<file path="config.mk">
export PLATFORM = sky130hd
export DESIGN_NAME = letterbox_border_detector_unit_flat
export DESIGN_NICKNAME = d
export VERILOG_FILES = /design/src/lbd_pkg.sv /design/src/lbd_if.sv /design/src/lbd_front.sv /design/src/lbd_queue.sv /design/src/lbd_back.sv /design/src/letterbox_border_detector_unit.sv /design/src/flat_wrapper.sv
export SDC_FILE = /design/constraint.sdc
export NUM_CORES = 2
export LEC_CHECK = 0
export BUFFER_PORTS_ARGS = -buffer_cell sky130_fd_sc_hd__clkbuf_2
export CORE_MARGIN = 3
export CORE_UTILIZATION = 25
export CTS_CLUSTER_SIZE = 14
export DETAILED_ROUTE_END_ITERATION = 6
export GPL_ROUTABILITY_DRIVEN = 0
export GPL_TIMING_DRIVEN = 1
export SKIP_CTS_REPAIR_TIMING = 1
export SYNTH_ARGS = -nofsm -noshare
export SYNTH_HDL_FRONTEND = slang
export SYNTH_SLANG_ARGS = --single-unit
</file>
<file path="constraint.sdc">
create_clock -name clock -period 7.85 [get_ports clock]
set_clock_uncertainty 0.2 [all_clocks]
set_input_delay 0.785 -clock clock [delete_from_list [all_inputs] [get_ports clock]]
set_output_delay 0.785 -clock clock [all_outputs]
set_load 0.01 [all_outputs]
</file>
<file path="src/lbd_pkg.sv">
// ----------------------------------------------------------------------------
// Letterbox border detector package
// Shared widths, register indexes, queue record and sequencer state codes.
// ----------------------------------------------------------------------------
package lbd_pkg;

   localparam int LINE_MAX    = 4096;
   localparam int EXTENT_MAX  = 4096;
   localparam int QUEUE_DEPTH = 4;

   localparam int LUMA_W  = 8;
   localparam int TOL_W   = 8;
   localparam int EXT_W   = 13;
   localparam int IDX_W   = 12;
   localparam int CNT_W   = $clog2(LINE_MAX) + 1;
   localparam int SUM_W   = LUMA_W + $clog2(LINE_MAX);
   localparam int SQ_W    = 2 * LUMA_W + $clog2(LINE_MAX);
   localparam int QPTR_W  = $clog2(QUEUE_DEPTH);
   localparam int QCNT_W  = QPTR_W + 1;

   localparam int CSR_IDX_W  = 2;
   localparam int CSR_DATA_W = 13;

   localparam logic [CSR_IDX_W-1:0] CSR_TOLERANCE   = 2'd0;
   localparam logic [CSR_IDX_W-1:0] CSR_SCAN_EXTENT = 2'd1;
   localparam logic [CSR_IDX_W-1:0] CSR_NOISY_REF   = 2'd2;

   localparam logic [TOL_W-1:0] TOL_RESET = 8'd30;
   localparam logic [EXT_W-1:0] EXT_RESET = 13'd480;

   typedef struct packed {
      logic [TOL_W-1:0] tolerance;
      logic [EXT_W-1:0] scan_extent;
      logic             noisy_reference_stops;
   } cfg_type;

   typedef struct packed {
      logic             start;
      logic             has_line;
      logic [CNT_W-1:0] n;
      logic [SUM_W-1:0] s;
      logic [SQ_W-1:0]  q;
   } line_rec_type;

   typedef struct packed {
      logic         valid;
      line_rec_type rec;
   } line_push_type;

   typedef enum logic [6:0] {
      ST_IDLE  = 7'b0000001,
      ST_MUL   = 7'b0000010,
      ST_SCALE = 7'b0000100,
      ST_CMP   = 7'b0001000,
      ST_DIV   = 7'b0010000,
      ST_DEC   = 7'b0100000,
      ST_OUT   = 7'b1000000
   } back_state_type;

endpackage

</file>
<file path="src/lbd_if.sv">
// ----------------------------------------------------------------------------
// Letterbox border detector channels
// Valid/ready interfaces for the pixel words and the border result words.
// ----------------------------------------------------------------------------
interface lbd_req_if import lbd_pkg::*; ();
   logic              valid;
   logic              ready;
   logic [LUMA_W-1:0] luma;
   logic              line_end;
   logic              scan_start;

   modport source (output valid, luma, line_end, scan_start, input ready);
   modport sink   (input valid, luma, line_end, scan_start, output ready);
endinterface

interface lbd_rsp_if import lbd_pkg::*; ();
   logic             valid;
   logic             ready;
   logic [IDX_W-1:0] border;
   logic             accepted;

   modport source (output valid, border, accepted, input ready);
   modport sink   (input valid, border, accepted, output ready);
endinterface

</file>
<file path="src/lbd_front.sv">
// ----------------------------------------------------------------------------
// Letterbox border detector front end
// Accepts pixel words, accumulates line count, sum and square sum, and
// pushes one record per line end or scan start into the line queue.
// ----------------------------------------------------------------------------
module lbd_front import lbd_pkg::*; (
   input  logic          clock,
   input  logic          reset,
   lbd_req_if.sink       req,
   input  logic          q_full,
   output line_push_type push
);

   logic [CNT_W-1:0] cnt_ff, cnt_in, cnt_base, cnt_add;
   logic [SUM_W-1:0] sum_ff, sum_in, sum_base, sum_add;
   logic [SQ_W-1:0]  sq_ff, sq_in, sq_base, sq_add;
   logic             accept;

   always_comb begin
      req.ready = !q_full;
      accept    = req.valid && req.ready;
      cnt_base  = req.scan_start ? '0 : cnt_ff;
      sum_base  = req.scan_start ? '0 : sum_ff;
      sq_base   = req.scan_start ? '0 : sq_ff;
      cnt_add   = cnt_base;
      sum_add   = sum_base;
      sq_add    = sq_base;
      // drop pixels beyond the line limit
      if (cnt_base < CNT_W'(LINE_MAX)) begin
         cnt_add = cnt_base + CNT_W'(1);
         sum_add = sum_base + SUM_W'(req.luma);
         sq_add  = sq_base + SQ_W'(req.luma) * SQ_W'(req.luma);
      end
      push.valid        = accept && (req.line_end || req.scan_start);
      push.rec.start    = req.scan_start;
      push.rec.has_line = req.line_end;
      push.rec.n        = cnt_add;
      push.rec.s        = sum_add;
      push.rec.q        = sq_add;
      cnt_in = cnt_ff;
      sum_in = sum_ff;
      sq_in  = sq_ff;
      if (accept) begin
         if (req.line_end) begin
            cnt_in = '0;
            sum_in = '0;
            sq_in  = '0;
         end else begin
            cnt_in = cnt_add;
            sum_in = sum_add;
            sq_in  = sq_add;
         end
      end
   end

   always_ff @(posedge clock) begin
      if (reset) begin
         cnt_ff <= '0;
         sum_ff <= '0;
         sq_ff  <= '0;
      end else begin
         cnt_ff <= cnt_in;
         sum_ff <= sum_in;
         sq_ff  <= sq_in;
      end
   end

endmodule

</file>
<file path="src/lbd_queue.sv">
// ----------------------------------------------------------------------------
// Letterbox border detector line queue
// Short FIFO of line records between the front end and the evaluator.
// ----------------------------------------------------------------------------
module lbd_queue import lbd_pkg::*; (
   input  logic          clock,
   input  logic          reset,
   input  line_push_type push,
   output logic          full,
   input  logic          pop,
   output logic          valid,
   output line_rec_type  rec
);

   line_rec_type      mem_ff [QUEUE_DEPTH];
   logic [QPTR_W-1:0] wr_ptr_ff, wr_ptr_in, rd_ptr_ff, rd_ptr_in;
   logic [QCNT_W-1:0] count_ff, count_in;
   logic              do_push, do_pop;

   always_comb begin
      full      = (count_ff == QCNT_W'(QUEUE_DEPTH));
      valid     = (count_ff != '0);
      rec       = mem_ff[rd_ptr_ff];
      do_push   = push.valid && !full;
      do_pop    = pop && valid;
      wr_ptr_in = do_push ? wr_ptr_ff + QPTR_W'(1) : wr_ptr_ff;
      rd_ptr_in = do_pop ? rd_ptr_ff + QPTR_W'(1) : rd_ptr_ff;
      count_in  = count_ff;
      if (do_push && !do_pop) begin
         count_in = count_ff + QCNT_W'(1);
      end else if (do_pop && !do_push) begin
         count_in = count_ff - QCNT_W'(1);
      end
   end

   always_ff @(posedge clock) begin
      if (do_push) begin
         mem_ff[wr_ptr_ff] <= push.rec;
      end
   end

   always_ff @(posedge clock) begin
      if (reset) begin
         wr_ptr_ff <= '0;
         rd_ptr_ff <= '0;
         count_ff  <= '0;
      end else begin
         wr_ptr_ff <= wr_ptr_in;
         rd_ptr_ff <= rd_ptr_in;
         count_ff  <= count_in;
      end
   end

endmodule

</file>
<file path="src/lbd_back.sv">
// ----------------------------------------------------------------------------
// Letterbox border detector evaluator
// Pops line records, runs the spread and mean tests as registered
// cross-multiplications, divides out the reference mean bit by bit, tracks
// the scan and holds the result word in the output register.
// ----------------------------------------------------------------------------
module lbd_back import lbd_pkg::*; (
   input  logic         clock,
   input  logic         reset,
   input  cfg_type      cfg,
   input  logic         q_valid,
   input  line_rec_type q_rec,
   output logic         q_pop,
   lbd_rsp_if.source    rsp
);

   localparam int NQ_W  = CNT_W + SQ_W;
   localparam int SS_W  = 2 * SUM_W;
   localparam int TN_W  = TOL_W + CNT_W;
   localparam int TN2_W = 2 * TN_W;
   localparam int RN_W  = LUMA_W + CNT_W;
   localparam int TS_W  = TOL_W + SUM_W;
   localparam int DM_W  = 9 + RN_W;
   localparam int FAR_W = TS_W + 2;
   localparam int NZ_W  = TN2_W + 1;
   localparam int ACC_W = IDX_W + 3;
   localparam int DIV_W = SUM_W;
   localparam int STEP_W = $clog2(LUMA_W);

   back_state_type    state_ff, state_in;
   logic [CNT_W-1:0]  n_ff, n_in;
   logic [SUM_W-1:0]  s_ff, s_in;
   logic [SQ_W-1:0]   q_ff, q_in;
   logic [NQ_W-1:0]   nq_ff, nq_in;
   logic [SS_W-1:0]   ss_ff, ss_in;
   logic [TN_W-1:0]   tn_ff, tn_in;
   logic [RN_W-1:0]   rn_ff, rn_in;
   logic [TS_W-1:0]   ts_ff, ts_in;
   logic [TN2_W-1:0]  tn2_ff, tn2_in;
   logic [DM_W-1:0]   dm_ff, dm_in;
   logic [RN_W-1:0]   diff;
   logic              noisy_ff, noisy_in, far_ff, far_in;
   logic [DIV_W-1:0]  rem_ff, rem_in, dvs_ff, dvs_in;
   logic [LUMA_W-1:0] quo_ff, quo_in;
   logic [STEP_W-1:0] step_ff, step_in;
   logic [IDX_W-1:0]  idx_ff, idx_in, idx_next;
   logic [LUMA_W-1:0] ref_ff, ref_in;
   logic              have_ref_ff, have_ref_in;
   logic              fin_ff, fin_in;
   logic              stop;
   logic              rsp_valid_ff, rsp_valid_in;
   logic [IDX_W-1:0]  border_ff, border_in;
   logic              accepted_ff, accepted_in;
   logic [EXT_W-1:0]  ext;
   logic              out_free;

   assign rsp.valid    = rsp_valid_ff;
   assign rsp.border   = border_ff;
   assign rsp.accepted = accepted_ff;

   always_comb begin
      state_in     = state_ff;
      n_in         = n_ff;
      s_in         = s_ff;
      q_in         = q_ff;
      nq_in        = nq_ff;
      ss_in        = ss_ff;
      tn_in        = tn_ff;
      rn_in        = rn_ff;
      ts_in        = ts_ff;
      tn2_in       = tn2_ff;
      dm_in        = dm_ff;
      noisy_in     = noisy_ff;
      far_in       = far_ff;
      rem_in       = rem_ff;
      dvs_in       = dvs_ff;
      quo_in       = quo_ff;
      step_in      = step_ff;
      idx_in       = idx_ff;
      ref_in       = ref_ff;
      have_ref_in  = have_ref_ff;
      fin_in       = fin_ff;
      border_in    = border_ff;
      accepted_in  = accepted_ff;
      q_pop        = 1'b0;
      stop         = 1'b0;
      idx_next     = idx_ff;
      out_free     = !rsp_valid_ff || rsp.ready;
      rsp_valid_in = rsp_valid_ff && !rsp.ready;
      ext          = (cfg.scan_extent > EXT_W'(EXTENT_MAX)) ? EXT_W'(EXTENT_MAX)
                                                            : cfg.scan_extent;
      diff         = (rn_ff >= RN_W'(s_ff)) ? rn_ff - RN_W'(s_ff) : RN_W'(s_ff) - rn_ff;

      case (state_ff)
         ST_IDLE: begin
            if (q_valid) begin
               q_pop = 1'b1;
               n_in  = q_rec.n;
               s_in  = q_rec.s;
               q_in  = q_rec.q;
               if (q_rec.start) begin
                  idx_in      = '0;
                  ref_in      = '0;
                  have_ref_in = 1'b0;
                  fin_in      = 1'b0;
               end
               if (q_rec.has_line && (q_rec.start || !fin_ff)) begin
                  state_in = ST_MUL;
               end
            end
         end
         ST_MUL: begin
            nq_in    = NQ_W'(n_ff) * NQ_W'(q_ff);
            ss_in    = SS_W'(s_ff) * SS_W'(s_ff);
            tn_in    = TN_W'(cfg.tolerance) * TN_W'(n_ff);
            rn_in    = RN_W'(ref_ff) * RN_W'(n_ff);
            ts_in    = TS_W'(cfg.tolerance) * TS_W'(s_ff);
            state_in = ST_SCALE;
         end
         ST_SCALE: begin
            tn2_in   = TN2_W'(tn_ff) * TN2_W'(tn_ff);
            dm_in    = DM_W'(diff) * DM_W'(500);
            state_in = ST_CMP;
         end
         ST_CMP: begin
            noisy_in = NZ_W'(nq_ff) > (NZ_W'(ss_ff) + NZ_W'(tn2_ff));
            far_in   = FAR_W'(dm_ff) > {ts_ff, 2'b00};
            rem_in   = s_ff;
            dvs_in   = DIV_W'({n_ff, {(LUMA_W-1){1'b0}}});
            quo_in   = '0;
            step_in  = STEP_W'(LUMA_W - 1);
            state_in = have_ref_ff ? ST_DEC : ST_DIV;
         end
         ST_DIV: begin
            // one quotient bit per cycle, restoring
            if (rem_ff >= dvs_ff) begin
               rem_in = rem_ff - dvs_ff;
               quo_in = {quo_ff[LUMA_W-2:0], 1'b1};
            end else begin
               quo_in = {quo_ff[LUMA_W-2:0], 1'b0};
            end
            dvs_in  = dvs_ff >> 1;
            step_in = step_ff - STEP_W'(1);
            if (step_ff == '0) begin
               state_in = ST_DEC;
            end
         end
         ST_DEC: begin
            if (!have_ref_ff) begin
               ref_in      = quo_ff;
               have_ref_in = 1'b1;
               stop        = noisy_ff && cfg.noisy_reference_stops;
            end else begin
               stop        = far_ff || noisy_ff;
            end
            if (!stop) begin
               idx_next = idx_ff + IDX_W'(1);
               stop     = ({1'b0, idx_next} << 1) >= (IDX_W+1)'(ext);
            end
            idx_in = idx_next;
            if (stop) begin
               fin_in   = 1'b1;
               state_in = ST_OUT;
            end else begin
               state_in = ST_IDLE;
            end
         end
         ST_OUT: begin
            if (out_free) begin
               rsp_valid_in = 1'b1;
               border_in    = idx_ff;
               accepted_in  = (ACC_W'(idx_ff) * ACC_W'(5)) < (ACC_W'(ext) << 1);
               state_in     = ST_IDLE;
            end
         end
         default: begin
            state_in = ST_IDLE;
         end
      endcase
   end

   always_ff @(posedge clock) begin
      n_ff      <= n_in;
      s_ff      <= s_in;
      q_ff      <= q_in;
      nq_ff     <= nq_in;
      ss_ff     <= ss_in;
      tn_ff     <= tn_in;
      rn_ff     <= rn_in;
      ts_ff     <= ts_in;
      tn2_ff    <= tn2_in;
      dm_ff     <= dm_in;
      noisy_ff  <= noisy_in;
      far_ff    <= far_in;
      rem_ff    <= rem_in;
      dvs_ff    <= dvs_in;
      quo_ff    <= quo_in;
      step_ff   <= step_in;
      border_ff <= border_in;
      accepted_ff <= accepted_in;
   end

   always_ff @(posedge clock) begin
      if (reset) begin
         state_ff     <= ST_IDLE;
         idx_ff       <= '0;
         ref_ff       <= '0;
         have_ref_ff  <= 1'b0;
         fin_ff       <= 1'b1;
         rsp_valid_ff <= 1'b0;
      end else begin
         state_ff     <= state_in;
         idx_ff       <= idx_in;
         ref_ff       <= ref_in;
         have_ref_ff  <= have_ref_in;
         fin_ff       <= fin_in;
         rsp_valid_ff <= rsp_valid_in;
      end
   end

endmodule

</file>
<file path="src/letterbox_border_detector_unit.sv">
// ----------------------------------------------------------------------------
// Letterbox border detector
// Measures the uniform border at one picture edge from line statistics.
// ----------------------------------------------------------------------------
// Throughput: one pixel word per cycle while the line queue is not full. The
//   evaluator takes one line record at a time through multiply, scale, compare,
//   the mean divider on a scan's first measured line and decide; a scan-ending
//   line's result word follows, later while the 4-deep queue holds earlier lines.
// Reset: synchronous; clears queue, scan state and registers to defaults,
//   scan idle until a scan start word.
module letterbox_border_detector_unit import lbd_pkg::*; (
   input  logic                  clock,
   input  logic                  reset,
   lbd_req_if.sink               req_chan,
   lbd_rsp_if.source             rsp_chan,
   input  logic                  csr_we,
   input  logic [CSR_IDX_W-1:0]  csr_index,
   input  logic [CSR_DATA_W-1:0] csr_wdata
);

   cfg_type       cfg_ff, cfg_in;
   line_push_type push;
   logic          q_full, q_pop, q_valid;
   line_rec_type  q_rec;

   always_comb begin
      cfg_in = cfg_ff;
      if (csr_we) begin
         case (csr_index)
            CSR_TOLERANCE:   cfg_in.tolerance             = csr_wdata[TOL_W-1:0];
            CSR_SCAN_EXTENT: cfg_in.scan_extent           = csr_wdata[EXT_W-1:0];
            CSR_NOISY_REF:   cfg_in.noisy_reference_stops = csr_wdata[0];
            default:         cfg_in = cfg_ff;
         endcase
      end
   end

   always_ff @(posedge clock) begin
      if (reset) begin
         cfg_ff.tolerance             <= TOL_RESET;
         cfg_ff.scan_extent           <= EXT_RESET;
         cfg_ff.noisy_reference_stops <= 1'b0;
      end else begin
         cfg_ff <= cfg_in;
      end
   end

   lbd_front u_front (
      .clock  (clock),
      .reset  (reset),
      .req    (req_chan),
      .q_full (q_full),
      .push   (push)
   );

   lbd_queue u_queue (
      .clock (clock),
      .reset (reset),
      .push  (push),
      .full  (q_full),
      .pop   (q_pop),
      .valid (q_valid),
      .rec   (q_rec)
   );

   lbd_back u_back (
      .clock   (clock),
      .reset   (reset),
      .cfg     (cfg_ff),
      .q_valid (q_valid),
      .q_rec   (q_rec),
      .q_pop   (q_pop),
      .rsp     (rsp_chan)
   );

endmodule

</file>
<file path="src/flat_wrapper.sv">
// flat-port wrapper written by rule: the top's interface ports become plain ports
module letterbox_border_detector_unit_flat import lbd_pkg::*;
  (clock, reset, csr_we, csr_index, csr_wdata, req_chan_valid, req_chan_luma, req_chan_line_end, req_chan_scan_start, req_chan_ready, rsp_chan_valid, rsp_chan_border, rsp_chan_accepted, rsp_chan_ready);
  lbd_req_if req_chan_i ();
  lbd_rsp_if rsp_chan_i ();
  input  logic clock;
  input  logic reset;
  input  logic csr_we;
  input  logic [CSR_IDX_W-1:0] csr_index;
  input  logic [CSR_DATA_W-1:0] csr_wdata;
  input wire logic [$bits(req_chan_i.valid)-1:0] req_chan_valid;
  input wire logic [$bits(req_chan_i.luma)-1:0] req_chan_luma;
  input wire logic [$bits(req_chan_i.line_end)-1:0] req_chan_line_end;
  input wire logic [$bits(req_chan_i.scan_start)-1:0] req_chan_scan_start;
  output wire logic [$bits(req_chan_i.ready)-1:0] req_chan_ready;
  output wire logic [$bits(rsp_chan_i.valid)-1:0] rsp_chan_valid;
  output wire logic [$bits(rsp_chan_i.border)-1:0] rsp_chan_border;
  output wire logic [$bits(rsp_chan_i.accepted)-1:0] rsp_chan_accepted;
  input wire logic [$bits(rsp_chan_i.ready)-1:0] rsp_chan_ready;
  assign req_chan_i.valid = req_chan_valid;
  assign req_chan_i.luma = req_chan_luma;
  assign req_chan_i.line_end = req_chan_line_end;
  assign req_chan_i.scan_start = req_chan_scan_start;
  assign req_chan_ready = req_chan_i.ready;
  assign rsp_chan_valid = rsp_chan_i.valid;
  assign rsp_chan_border = rsp_chan_i.border;
  assign rsp_chan_accepted = rsp_chan_i.accepted;
  assign rsp_chan_i.ready = rsp_chan_ready;
  letterbox_border_detector_unit u_core (.clock(clock), .reset(reset), .req_chan(req_chan_i), .rsp_chan(rsp_chan_i), .csr_we(csr_we), .csr_index(csr_index), .csr_wdata(csr_wdata));
endmodule
</file>
Word level (Yosys, flattened, before mapping)

Memories as Yosys holds them, arrays and structs flattened. A register that Yosys moved wholly into a read port is not among the register bits.
Cells that the tools add are included.

RAM bits: 252
Memories: 1
Bits in latches: 0
Input bits: 30
Output and inout port bits: 15
ROM bits: 0
Register bits: 468

Shift operators: 0
Order comparisons: 8
$mul: 9
Bitwise gates (word level): 0
Reductions and logical operators: 36
Multiplexer cells: 51
$add $sub $neg: 13
Divide/modulo/power cells: 0
Eq/ne operators: 19

Memory list:

| name                  | words | width | read ports | clocked after memory_dff | write ports | line            | text |
|---|---|---|---|---|---|---|---|
| u_core.u_queue.mem_ff | 4     | 63    | 1          | 1                        | 1           | lbd_queue.sv:15 | `line_rec_type mem_ff [QUEUE_DEPTH];` |

Operator list:

| cell                                                                 | count |
|---|---|
| 28-bit 2-to-1 mux                                                    | 3 |
| 20-bit 2-to-1 mux                                                    | 4 |
| 20-bit case mux with 2 select lines                                  | 2 |
| 13-bit 2-to-1 mux                                                    | 4 |
| 7-bit case mux with 7 select lines                                   | 1 |
| 40-bit by 42-bit adder with 43-bit output                            | 1 |
| 41-bit by 43-bit greater-than comparator with 1-bit output           | 1 |
| 21-bit by 21-bit multiplier with 42-bit output                       | 1 |
| 8-bit by 13-bit multiplier with 21-bit output                        | 2 |
| 13-bit by 28-bit multiplier with 41-bit output                       | 1 |
| 20-bit by 20-bit multiplier with 40-bit output                       | 1 |
| 12-bit 2-to-1 mux                                                    | 3 |
| 7-bit 2-to-1 mux                                                     | 5 |
| 8-bit case mux with 2 select lines                                   | 2 |
| 30-bit greater-than comparator                                       | 1 |
| 28-bit by 16-bit adder with 28-bit output                            | 1 |
| 21-bit by 7-bit multiplier with 28-bit output, second input constant | 1 |
| 8-bit by 20-bit multiplier with 28-bit output                        | 1 |
| 8-bit 2-to-1 mux                                                     | 3 |
| 12-bit case mux with 2 select lines                                  | 1 |
| 21-bit by 20-bit >= comparator with 1-bit output                     | 1 |
| 21-bit 2-to-1 mux                                                    | 1 |
| 20-bit by 21-bit subtractor with 21-bit output                       | 1 |
| 21-bit by 20-bit subtractor with 21-bit output                       | 1 |
| 42 further kinds                                                     | 93 |

Logic depth before layout (Yosys ltp)

Depth after elaboration: 9
Depth in mapped cells: 34
Gate-level depth less buffers: 29

Modules after synthesis

A second synthesis with hierarchy kept.

Cells, all modules: 8,470
Area, all modules: 85,644.6 um2

By module, submodules not included:

| module                         | instances | cells an instance | area each (um2) | sequential area each (um2) |
|---|---|---|---|---|
| lbd_back                       | 1         | 7,189             | 68,698.4        | 10,990.5 |
| lbd_queue                      | 1         | 377               | 9,631.7         | 7,747.4 |
| lbd_front                      | 1         | 808               | 6,356.1         | 1,221.2 |
| letterbox_border_detector_unit | 1         | 96                | 958.4           | 440.4 |

Least setup slack after synthesis

OpenSTA, ideal clock, no wires.

Path type: flip-flop to flip-flop
Start point: register u_core.u_back.s_ff[16]
End point: register u_core.u_back.dm_ff[29] (data pin)
Data arrival time: 7.816 ns
Path slack: -0.324 ns
Data required time: 7.492 ns
Stages on the path, launching flop included: 31
Setup time: 0.158 ns
Cells stage by stage: edfxtp_1 clkbuf_1 inv_1 clkbuf_1 ha_1 buf_2 a21oi_1 o21a_1 nor2_1 a2111oi_2 o21ai_1 nor2_2 nand2_2 buf_2 a31oi_1 xor2_1 ha_1 inv_1 fa_1 fa_1 inv_1 fa_1 ha_1 a211o_1 o41ai_1 o21ai_1 a31oi_1 o21ai_1 a2111o_1 a2111o_1 o211ai_1

Cells in the longest elaborated chain, start to end: 3

Ends and longest elaborated chain:

| item                                                                   | line            | text |
|---|---|---|
| from (decl)                                                            | lbd_back.sv:32  | `logic [SUM_W-1:0] s_ff, s_in;` |
| from (signal assigned)                                                 | lbd_back.sv:184 | `s_ff <= s_in;` |
| 20-bit by 21-bit subtractor with 21-bit output (tied with other cells) | lbd_back.sv:92  | `diff = (rn_ff >= RN_W'(s_ff)) ? rn_ff - RN_W'(s_ff) : RN_W'(s_ff) - rn_ff;` |
| 21-bit 2-to-1 mux (*)                                                  | lbd_back.sv:92  |  |
| 21-bit by 7-bit multiplier with 28-bit output (*)                      | lbd_back.sv:122 | `dm_in = DM_W'(diff) * DM_W'(500);` |
| to (signal assigned)                                                   | lbd_back.sv:192 | `dm_ff <= dm_in;` |
| to (decl)                                                              | lbd_back.sv:40  | `logic [DM_W-1:0] dm_ff, dm_in;` |

Every way passes the cells marked *; elsewhere a longest branch is shown, timed or not.
A chain may end at the register's enable or synchronous reset.

Final worst setup path

Start point: register u_core.u_back.tn_ff[3]
End point: register u_core.u_back.tn2_ff[40] (data pin)

Cells in the longest elaborated chain, start to end: 1

Ends and longest elaborated chain:

| item                                           | line            | text |
|---|---|---|
| from (decl)                                    | lbd_back.sv:36  | `logic [TN_W-1:0] tn_ff, tn_in;` |
| from (signal assigned)                         | lbd_back.sv:188 | `tn_ff <= tn_in;` |
| 21-bit by 21-bit multiplier with 42-bit output | lbd_back.sv:121 | `tn2_in = TN2_W'(tn_ff) * TN2_W'(tn_ff);` |
| to (signal assigned)                           | lbd_back.sv:191 | `tn2_ff <= tn2_in;` |
| to (decl)                                      | lbd_back.sv:39  | `logic [TN2_W-1:0] tn2_ff, tn2_in;` |

No other way between the ends.

==> impl_metrics.json <==
{
  "synth.cells.most_frequent": "1579 x sky130_fd_sc_hd__inv_1, 1226 x sky130_fd_sc_hd__fa_1, 936 x sky130_fd_sc_hd__nand2_1",
  "timing.critical_path.depth": 23,
  "clock-root-buffer": "sky130_fd_sc_hd__clkbuf_16",
  "syn_avg_cell_area_sq_um": 10.0,
  "coreArea_sq_um": 335000,
  "worstSetupPathType": "reg2reg",
  "wl_um": 209000,
  "ys_ff_latch": 720,
  "syn-num-nets": 10512,
  "worstMarginPinSlew_ps": 1100,
  "max-clock-path-buffers": 3,
  "grt_start_max_net_pins": 151,
  "timing.reg2reg.worst_path_depth": 23,
  "timing.critical_path.cells": "inv_1 -> nor2_1 -> fa_1 -> ha_1 -> a21o_1 -> fa_1 -> fa_1 -> inv_1 -> fa_1 -> fa_1 -> inv_1 -> fa_1 -> ha_1 -> a21o_1 -> a21o_1 -> a21oi_1 -> o2111ai_1 -> o21ai_1 -> nor3_1 -> or4_1 -> a31oi_1 -> o21bai_1 -> xor2_1",
  "row_count": 212,
  "critical_path.reg2reg.startpoint": "u_core.u_back.tn_ff[3]",
  "crit-reg2reg-capture": "u_core.u_back.tn2_ff[40]",
  "timing.final.crit_share": 0.966,
  "number_of_nets_in_the_layout": 10544,
  "initialDrtViolationCount": 3540,
  "h-tree-depth": 3,
  "post_synth_top_flop": "sky130_fd_sc_hd__edfxtp_1",
  "critPathCaptureType": "flop",
  "path_buf_inv": 3,
  "cap_viol_max_count": 0,
  "maximum_net_fanout_on_the_critical_path": 10,
  "share_of_post_route_cells_with_drive_strength_above_1": 0.0623,
  "yosys.area.top_type": "sky130_fd_sc_hd__fa_1",
  "synth_enable_flop_cells": 598,
  "synthCells": 8420,
  "fmaxAchievable_ghz": 0.132,
  "drt.antenna.violating_nets": 0,
  "fillers": 35106,
  "timing.hold.worst.class": "in2reg",
  "max_slew_margin": 0.264,
  "synth_top_cell_area_share": 0.290,
  "timing.critical_path.required_ps": 8080,
  "dieWidth_um": 588,
  "worst_path_slowest_cell": "sky130_fd_sc_hd__edfxtp_1",
  "track_usage": 0.122,
  "sequential_share_of_the_synthesized_area": 0.241,
  "worst_path_largest_cell_delay_ps": 660,
  "mappedNetlistArea_sq_um": 84600,
  "cell_with_the_most_instances_after_synthesis": "sky130_fd_sc_hd__inv_1",
  "place_area_sq_um": 90900,
  "post_drt_wl_per_cell_um": 16.1,
  "tritoncts_num_sinks": 720,
  "outcome": "finished, final reports clean",
  "grt_first_pass_wirelength_um": 338000,
  "setup_ws_ps": 268,
  "die_h_um": 588,
  "route.detailed.drc": 0,
  "final_hold_viol_count": 0,
  "layout_min_cycle_time_ps": 7580,
  "critical_path.startpoint": "u_core.u_back.tn_ff[3]",
  "worst_ep_arrival_time_ps": 7820,
  "overflow": 0,
  "setup.reg_to_reg.worst_slack_ps": 270,
  "distinct_cell_type_count_after_synthesis": 93,
  "pre_cts_ws_ps": 125,
  "number_of_global_route_vias_before_repair": 59931,
  "routed-via-count": 57314,
  "synth-async-reset-ratio": 0,
  "tritoncts": "done",
  "clk_latency_ps": 750,
  "first_pass_iters": 5,
  "crit_family": "adder cells",
  "floorplan.initialDensity": 0.252,
  "slew_viol_final": 0,
  "detailed_place_hpwl_um": 165000,
  "layout-area-overhead-vs-synth_pct": 11.0,
  "io_pins": 45,
  "clk_transition_reported_paths_ps": 70,
  "synth_area_leaders": "sky130_fd_sc_hd__fa_1 29%, sky130_fd_sc_hd__edfxtp_1 21%, sky130_fd_sc_hd__ha_1 12%",
  "finish.instance_area_sq_um": 93900,
  "endpoint": "u_core.u_back.tn2_ff[40]",
  "floorplan.die_area_sq_um": 345000,
  "cts_inserted_buffers": 83,
  "setup_viol": 0,
  "critical_path.startpoint_type": "flop",
  "antenna_found_initial": 14,
  "place.port_buffers": 44,
  "yosysWarningCount": 0,
  "cpMostUsedCell": "sky130_fd_sc_hd__fa_1",
  "post_drt_via_cell_ratio": 4.40
}
[logic make-up after synthesis]
group,Yosys count,synth area share
multiplexers,84,0.0193
adder cells (fa/ha/maj),2063,0.414
buffers and inverters,1904,0.0848
flip-flops,720,0.241
AO/OA/AOI/OAI,1041,0.0790
XOR/XNOR,341,0.0357
AND/OR/NAND/NOR,2267,0.126
[cell usage in the layout, fill, tap and decap left out, types with 37 or more instances in the layout]
cell / count
sky130_fd_sc_hd__nor2b_1: 88
sky130_fd_sc_hd__nor3_1: 64
sky130_fd_sc_hd__xor2_1: 97
sky130_fd_sc_hd__nand2_1: 936
sky130_fd_sc_hd__a21oi_1: 303
sky130_fd_sc_hd__o21bai_1: 41
sky130_fd_sc_hd__clkbuf_16: 83
sky130_fd_sc_hd__nand4_1: 40
sky130_fd_sc_hd__o21a_1: 62
sky130_fd_sc_hd__o21ai_0: 196
sky130_fd_sc_hd__and2_1: 432
sky130_fd_sc_hd__nand3_1: 77
sky130_fd_sc_hd__nand2b_1: 43
sky130_fd_sc_hd__nor2_1: 443
sky130_fd_sc_hd__xnor2_1: 236
sky130_fd_sc_hd__fa_1: 1226
sky130_fd_sc_hd__buf_4: 222
sky130_fd_sc_hd__dfxtp_1: 120
sky130_fd_sc_hd__inv_1: 1578
sky130_fd_sc_hd__mux4_2: 63
sky130_fd_sc_hd__a22oi_1: 37
sky130_fd_sc_hd__edfxtp_1: 598
sky130_fd_sc_hd__clkbuf_2: 43
sky130_fd_sc_hd__a21o_1: 144
sky130_fd_sc_hd__ha_1: 834
[routing by layer]
layer / global-route usage / routed length [um] / vias to the layer above
met5: 0 / 41 / -
met4: 0.0317 / 5780 / 6
met3: 0.0219 / 12300 / 257
met2: 0.197 / 95800 / 1318
met1: 0.168 / 95300 / 28684
li1: - / - / 27049
[tightest hold or removal path, stage by stage]
cell and delay [ps]:
sky130_fd_sc_hd__clkbuf_2 80, sky130_fd_sc_hd__nand2_1 50, sky130_fd_sc_hd__a21oi_1 50
[area by class of cell]
class	count	area (sq um)	area share
antenna	3	7.51	0.0000800
clock buffer	95	2120	0.0226
clock inverter	60	661	0.00704
inverter	1583	5950	0.0634
multi-input combinational	5796	57200	0.609
sequential	720	20400	0.217
tap	4494	5620	0.0599
timing repair buffer	268	1940	0.0207
[sequential cells by signal (all words and copies together) (netlist names), 22 cells and up, named ones only]
signal and cells:
u_core.u_queue.mem_ff 252, u_core.u_back.nq_ff 41, u_core.u_back.tn2_ff 41, u_core.u_back.ss_ff 39, u_core.u_back.dm_ff 28, u_core.u_back.q_ff 28, u_core.u_back.ts_ff 28, u_core.u_front.sq_ff 28
u_core.cfg_ff 22
[per-stage QoR]
step | setup TNS, ps | hold slack, ps | std cells | util
after CTS | 0 | 9.46 | 13008 | 0.280
final | 0 | 74.7 | 13019 | 0.280
after global routing | -2.46 | 43.4 | 13016 | 0.280
after floorplan | 0 | 236 | 8420 | -
after detailed placement | 0 | 248 | 12853 | 0.271
after global placement | 0 | 245 | 12853 | 0.271
[worst min path at each step]
stage	depth (start not counted)	to	startpoint
after global placement	2	u_core.cfg_ff[4]	u_core.cfg_ff[4]
after global routing	3	u_core.cfg_ff[11]	csr_wdata[10]
after CTS	3	u_core.cfg_ff[11]	csr_wdata[10]
after floorplan	2	u_core.cfg_ff[10]	u_core.cfg_ff[10]
final	3	u_core.cfg_ff[11]	csr_wdata[10]
after detailed placement	2	u_core.cfg_ff[2]	u_core.cfg_ff[2]
Power is left out: the tool's default activity adds up to more than one toggle a clock period on the data nets, which glitch-free logic cannot reach.
